File: config.mk
export PLATFORM = sky130hd
export DESIGN_NAME = sbsa_ctrl
export DESIGN_NICKNAME = d
export VERILOG_FILES = /design/src/rtl/sbsa_pkg.sv /design/src/rtl/sbsa_ctrl.sv
export SDC_FILE = /design/constraint.sdc
export NUM_CORES = 1
export LEC_CHECK = 0
export CAP_MARGIN = 15
export CORE_AREA = 2 2 39 41
export DETAILED_ROUTE_END_ITERATION = 8
export DIE_AREA = 0 0 41 43
export DONT_BUFFER_PORTS = 1
export PLACE_DENSITY = 0.44
export SYNTH_ARGS = -nofsm -noshare
export SYNTH_HDL_FRONTEND = slang
export SYNTH_SLANG_ARGS = --single-unit
File: constraint.sdc
create_clock -name clk_i -period 1.2 [get_ports clk_i]
set_input_delay 0.24 -clock clk_i [delete_from_list [all_inputs] [get_ports clk_i]]
set_output_delay 0.24 -clock clk_i [all_outputs]
set_load 0.02 [all_outputs]
File: src/rtl/sbsa_pkg.sv
package sbsa_pkg;

  localparam int unsigned ADDR_W  = 48;
  localparam int unsigned KIND_W  = 2;
  localparam int unsigned SEL_W   = 6;
  localparam int unsigned CFG_W   = 13;
  localparam int unsigned CFG_IW  = 3;
  localparam int unsigned SPP_W   = 7;
  localparam int unsigned CNT_W   = 13;
  localparam int unsigned MAP_W   = 64;
  localparam int unsigned SLAB_D  = 64;
  localparam int unsigned STAT_W  = 3;
  localparam int unsigned META_W  = MAP_W + 2 * SPP_W;
  localparam int unsigned BASE_W  = 2 * ADDR_W;
  localparam int unsigned IN_DW   = 104;
  localparam int unsigned OUT_DW  = 128;

  localparam int unsigned MAX_SLABS_DEF      = 64;
  localparam int unsigned SLOTS_PER_SLAB_DEF = 64;
  localparam int unsigned PAGE_BYTES_DEF     = 4096;

  typedef enum logic [KIND_W-1:0] {
    KIND_ALLOC = 2'd0,
    KIND_FREE  = 2'd1,
    KIND_LOAD  = 2'd2,
    KIND_NOP   = 2'd3
  } kind_e;

  typedef enum logic [CFG_IW-1:0] {
    CFG_OBJ_BYTES = 3'd0,
    CFG_STRIDE    = 3'd1,
    CFG_SPP       = 3'd2,
    CFG_CAPACITY  = 3'd3,
    CFG_SLABS     = 3'd4
  } cfg_idx_e;

  localparam logic [STAT_W-1:0] ST_OK        = 3'd0;
  localparam logic [STAT_W-1:0] ST_FULL      = 3'd1;
  localparam logic [STAT_W-1:0] ST_UNALIGNED = 3'd2;
  localparam logic [STAT_W-1:0] ST_RANGE     = 3'd3;
  localparam logic [STAT_W-1:0] ST_DOUBLE    = 3'd4;
  localparam logic [STAT_W-1:0] ST_NOTPOOL   = 3'd5;

  typedef enum logic [2:0] {
    S_IDLE,
    S_START,
    S_LOOK,
    S_EVAL,
    S_DIVIDE,
    S_FREE_CHK,
    S_RESULT
  } state_e;

  typedef struct packed {
    logic capture;
    logic rd;
    logic eval;
    logic div_start;
    logic free_fin;
    logic out_load;
  } cmd_t;

  typedef struct packed {
    kind_e kind;
    logic  skip;
    logic  hit;
    logic  last;
    logic  div_done;
    logic  out_free;
    logic  out_pending;
  } stat_t;

endpackage

File: src/rtl/sbsa_ctrl.sv
module sbsa_ctrl (
  input  logic                clk_i,
  input  logic                rst_ni,
  input  logic                in_valid_i,
  output logic                in_ready_o,
  input  sbsa_pkg::stat_t     stat_i,
  output sbsa_pkg::cmd_t      cmd_o
);
  import sbsa_pkg::*;

  state_e state_q, state_d;

  always_comb begin
    state_d = state_q;
    unique case (state_q)
      S_IDLE:     if (in_valid_i) state_d = S_START;
      S_START:    state_d = stat_i.skip ? S_RESULT : S_LOOK;
      S_LOOK:     state_d = S_EVAL;
      S_EVAL: begin
        if (stat_i.kind == KIND_LOAD) begin
          state_d = S_RESULT;
        end else if (stat_i.hit) begin
          state_d = (stat_i.kind == KIND_FREE) ? S_DIVIDE : S_RESULT;
        end else begin
          state_d = stat_i.last ? S_RESULT : S_LOOK;
        end
      end
      S_DIVIDE:   if (stat_i.div_done) state_d = S_FREE_CHK;
      S_FREE_CHK: state_d = S_RESULT;
      S_RESULT:   if (stat_i.out_free) state_d = S_IDLE;
      default:    state_d = S_IDLE;
    endcase
  end

  always_comb begin
    cmd_o      = '0;
    in_ready_o = 1'b0;
    unique case (state_q)
      S_IDLE: begin
        in_ready_o    = 1'b1;
        cmd_o.capture = in_valid_i;
      end
      S_LOOK:     cmd_o.rd = 1'b1;
      S_EVAL: begin
        cmd_o.eval      = 1'b1;
        cmd_o.div_start = stat_i.hit && (stat_i.kind == KIND_FREE);
      end
      S_FREE_CHK: cmd_o.free_fin = 1'b1;
      S_RESULT:   cmd_o.out_load = stat_i.out_free;
      default: ;
    endcase
  end

  always_ff @(posedge clk_i or negedge rst_ni) begin
    if (!rst_ni) begin
      state_q <= S_IDLE;
    end else begin
      state_q <= state_d;
    end
  end

  a_capture_idle: assert property (@(posedge clk_i) disable iff (!rst_ni)
    cmd_o.capture |-> state_q == S_IDLE) else $error("capture outside idle");
  a_div_state: assert property (@(posedge clk_i) disable iff (!rst_ni)
    stat_i.div_done |-> state_q == S_DIVIDE) else $error("divider done out of state");
  a_out_loaded: assert property (@(posedge clk_i) disable iff (!rst_ni)
    cmd_o.out_load |=> stat_i.out_pending) else $error("result not held");

endmodule

==> impl_metrics.env <==
export IMPL_ys_seq_area_frac=0.297
export IMPL_grt_util_met1=0.0897
export IMPL_final_common_cell="buf_4"
export IMPL_antenna_found_initial=0
export IMPL_whs_ns=0.159
export IMPL_hold_path_class="input pin to register"
export IMPL_netlist_area_um2=253
export IMPL_dieArea_um2=1760
export IMPL_grt_pass1_wl_um=793
export IMPL_cp_cell_sequence="nor3_4 > and2_4"
export IMPL_timing_rr_start="state_q[0]$_DFFE_PN0P_"
export IMPL_critPathSlowestCell="dfrtp_2"
export IMPL_rsz0062_at_grt="yes"
export IMPL_syn_inst=30
export IMPL_grtUsageTotal=0.0702
export IMPL_nNetsFinal=56
export IMPL_critPathMaxFanout=7
export IMPL_final_max_slew_viol_count=0
export IMPL_pre_cts_slack_ns=0.0451
export IMPL_reg_largest_list="state_q (3)"
export IMPL_floorplan_initialDensity=0.183
export IMPL_io_pins=18
export IMPL_layout_common_cells="buf_4, nand3b_1, nor2_1, a21oi_1, clkbuf_4"
export IMPL_rr_worst_depth=4
export IMPL_place_area_um2=332
export IMPL_cap_violations=0
export IMPL_timing_final_crit_share=1.12
export IMPL_core_area_um2=1380
export IMPL_min_period_ns=1.34
export IMPL_crit_family="flip-flops"
export IMPL_drt_total_wl_um=583
export IMPL_grt_overflow=0
export IMPL_r2r_slack_ns=0.18
export IMPL_worst_setup_path_end_kind="output port"
export IMPL_cellLeakagePower_nw=0.174
export IMPL_violations="setup timing"
export IMPL_grt_max_degree=8
export IMPL_grt_met2_usage=0.0750
export IMPL_p_total_mw=1.07
export IMPL_critPathMaxStageDelay_ns=0.47
export IMPL_use_met3=0.0628
export IMPL_yosysUniqueCellTypes=18
export IMPL_clock_sinks=3
export IMPL_crit_cells=2
export IMPL_worst_endpoint_required_ns=0.96
export IMPL_pwr_density_cell_nw_per_um2=2760
export IMPL_port_buffer_count=0
export IMPL_dp_hpwl_um=473
export IMPL_clkLatencyLatePin_ns=0.23
export IMPL_avgSynthCellArea_um2=8.42
export IMPL_drtIter0Drc=2
export IMPL_skew_ns=0.00179
export IMPL_crit_start="state_q[1]$_DFFE_PN0P_"
export IMPL_clkTransAtPathRegs_ns=0.04
export IMPL_crit_path_end="cmd_o[5]"
export IMPL_finalHoldViolations=0
export IMPL_largest_register="state_q"
export IMPL_post_drt_wl_per_cell_um=9.72
export IMPL_post_route_cells_drive_above_1_share=0.591
export IMPL_clock_path_buffers=2
export IMPL_timing_fmax_ghz=0.745
export IMPL_finalSetupViolCount=6
export IMPL_cts_tree="yes"
export IMPL_antenna_left=0
export IMPL_area_growth_pct=53.5
export IMPL_r2r_end="state_q[2]$_DFFE_PN0P_"
export IMPL_synth_nets=41
export IMPL_numCtsBuffers=3
export IMPL_vias=262
export IMPL_grt_busiest_layer="met1"
export IMPL_grt_pass1_vias=212
export IMPL_htree_levels=1
export IMPL_ys_ff_latch=3
export IMPL_fin_ws_ns=-0.142
export IMPL_core_rowCount=14
export IMPL_first_pass_iters=2
export IMPL_finish_instance_area_um2=388
export IMPL_fp_dieW_um=41
export IMPL_routed_via_density=4.37
export IMPL_final_seq_area_um2=77.6
export IMPL_die_h_um=43
export IMPL_status="finished with violations"
export IMPL_start_kind="register"
export IMPL_yosysWarningCount=0
export IMPL_critPathKind="register to output port"
export IMPL_largest_register_ffs=3
export IMPL_slew_headroom=0.823
export IMPL_multi_input_area_um2=160
export IMPL_arrival_ns=1.10
export IMPL_fillers=162
export IMPL_routabilityCongestion=0.673
export IMPL_drc=0
export IMPL_worstMarginPinSlew_ns=0.263
export IMPL_diodes=0
export IMPL_root_buffer="clkbuf_4"
export IMPL_ir_drop_mv=0.534
export IMPL_crit_buf_inv=0
[worst reg2reg max path: stages (launching register included)]
cell and delay [ns]:
dfrtp_2 0.44, buf_4 0.16, buf_4 0.13, nand3b_1 0.09, o211ai_2 0.09
[cell usage after synthesis]
library cell	n	share of area
nand3_2	1	0.040
a21oi_1	3	0.059
nand3b_1	3	0.089
nand2_1	2	0.030
inv_2	1	0.015
nor2_1	4	0.059
o211ai_2	1	0.049
and2_1	1	0.025
dfrtp_1	3	0.30
buf_6	1	0.045
nor3_4	1	0.064
nand2b_1	1	0.025
buf_4	1	0.030
o21ai_0	2	0.040
inv_1	2	0.030
nor3b_2	1	0.049
a211oi_1	1	0.030
nand2_2	1	0.025
[final cells by class]
class                           instances  area share
Multi-Input combinational cell         22       0.413
Timing Repair Buffer                   12       0.239
Inverter                                3      0.0290
Sequential cell                         3       0.200
Tap cell                               16      0.0516
Clock buffer                            4      0.0677
[worst min path at each step]
stage	to	slack (ns)	cells after the start	startpoint
final	state_q[0]$_DFFE_PN0P_	0.16	2	stat_i[2]
after global routing	state_q[0]$_DFFE_PN0P_	0.15	2	stat_i[2]
after CTS	state_q[0]$_DFFE_PN0P_	0.16	2	stat_i[2]
after detailed placement	state_q[0]$_DFFE_PN0P_	-0.06	0	rst_ni
after global placement	state_q[0]$_DFFE_PN0P_	-0.06	0	rst_ni
after floorplan	state_q[0]$_DFFE_PN0P_	-0.06	0	rst_ni
[layer usage]
metal	share of wire	wire, µm	vias to the layer above
li1	-	-	129
met1	0.42	247	117
met2	0.40	236	16
met3	0.17	99	0
met4	0	0	0
met5	0	0	-
[stage by stage]
step           cells  utilization  TNS (ns)
2_1_floorplan     30            -   -0.0502
3_3_place_gp      54        0.240         0
3_5_place_dp      54        0.240         0
4_1_cts           59        0.273    -0.777
5_1_grt           60        0.280     -1.07
6_report          60        0.280    -0.653
[kinds of logic (layout without fill, tap and decap cells)]
kind of cell           count (synthesis)  after routing  synth area share
and+or+nand+nor                       15             15             0.406
AOI/OAI and AO/OA                      7              7             0.178
buffers and inverters                  5             19             0.119
DFF                                    3              3             0.297
[timing repair]
action                     4_1_cts  5_1_grt
setup endpoints to repair        7        7
hold endpoints to repair         3        0
buffers inserted                 0        1
hold buffers                     1        0
pin swaps                        2        1
gates resized for setup          4        1
[report_power, final]
group          internal (mW)  leakage [nW]  total, mW  switching, mW
Combinational          0.329         0.125      0.640          0.311
Sequential             0.159        0.0339      0.255         0.0961
Clock                  0.125        0.0150      0.175         0.0510
Total                  0.613         0.174       1.07          0.458
Power figures use the tool's default switching activity.
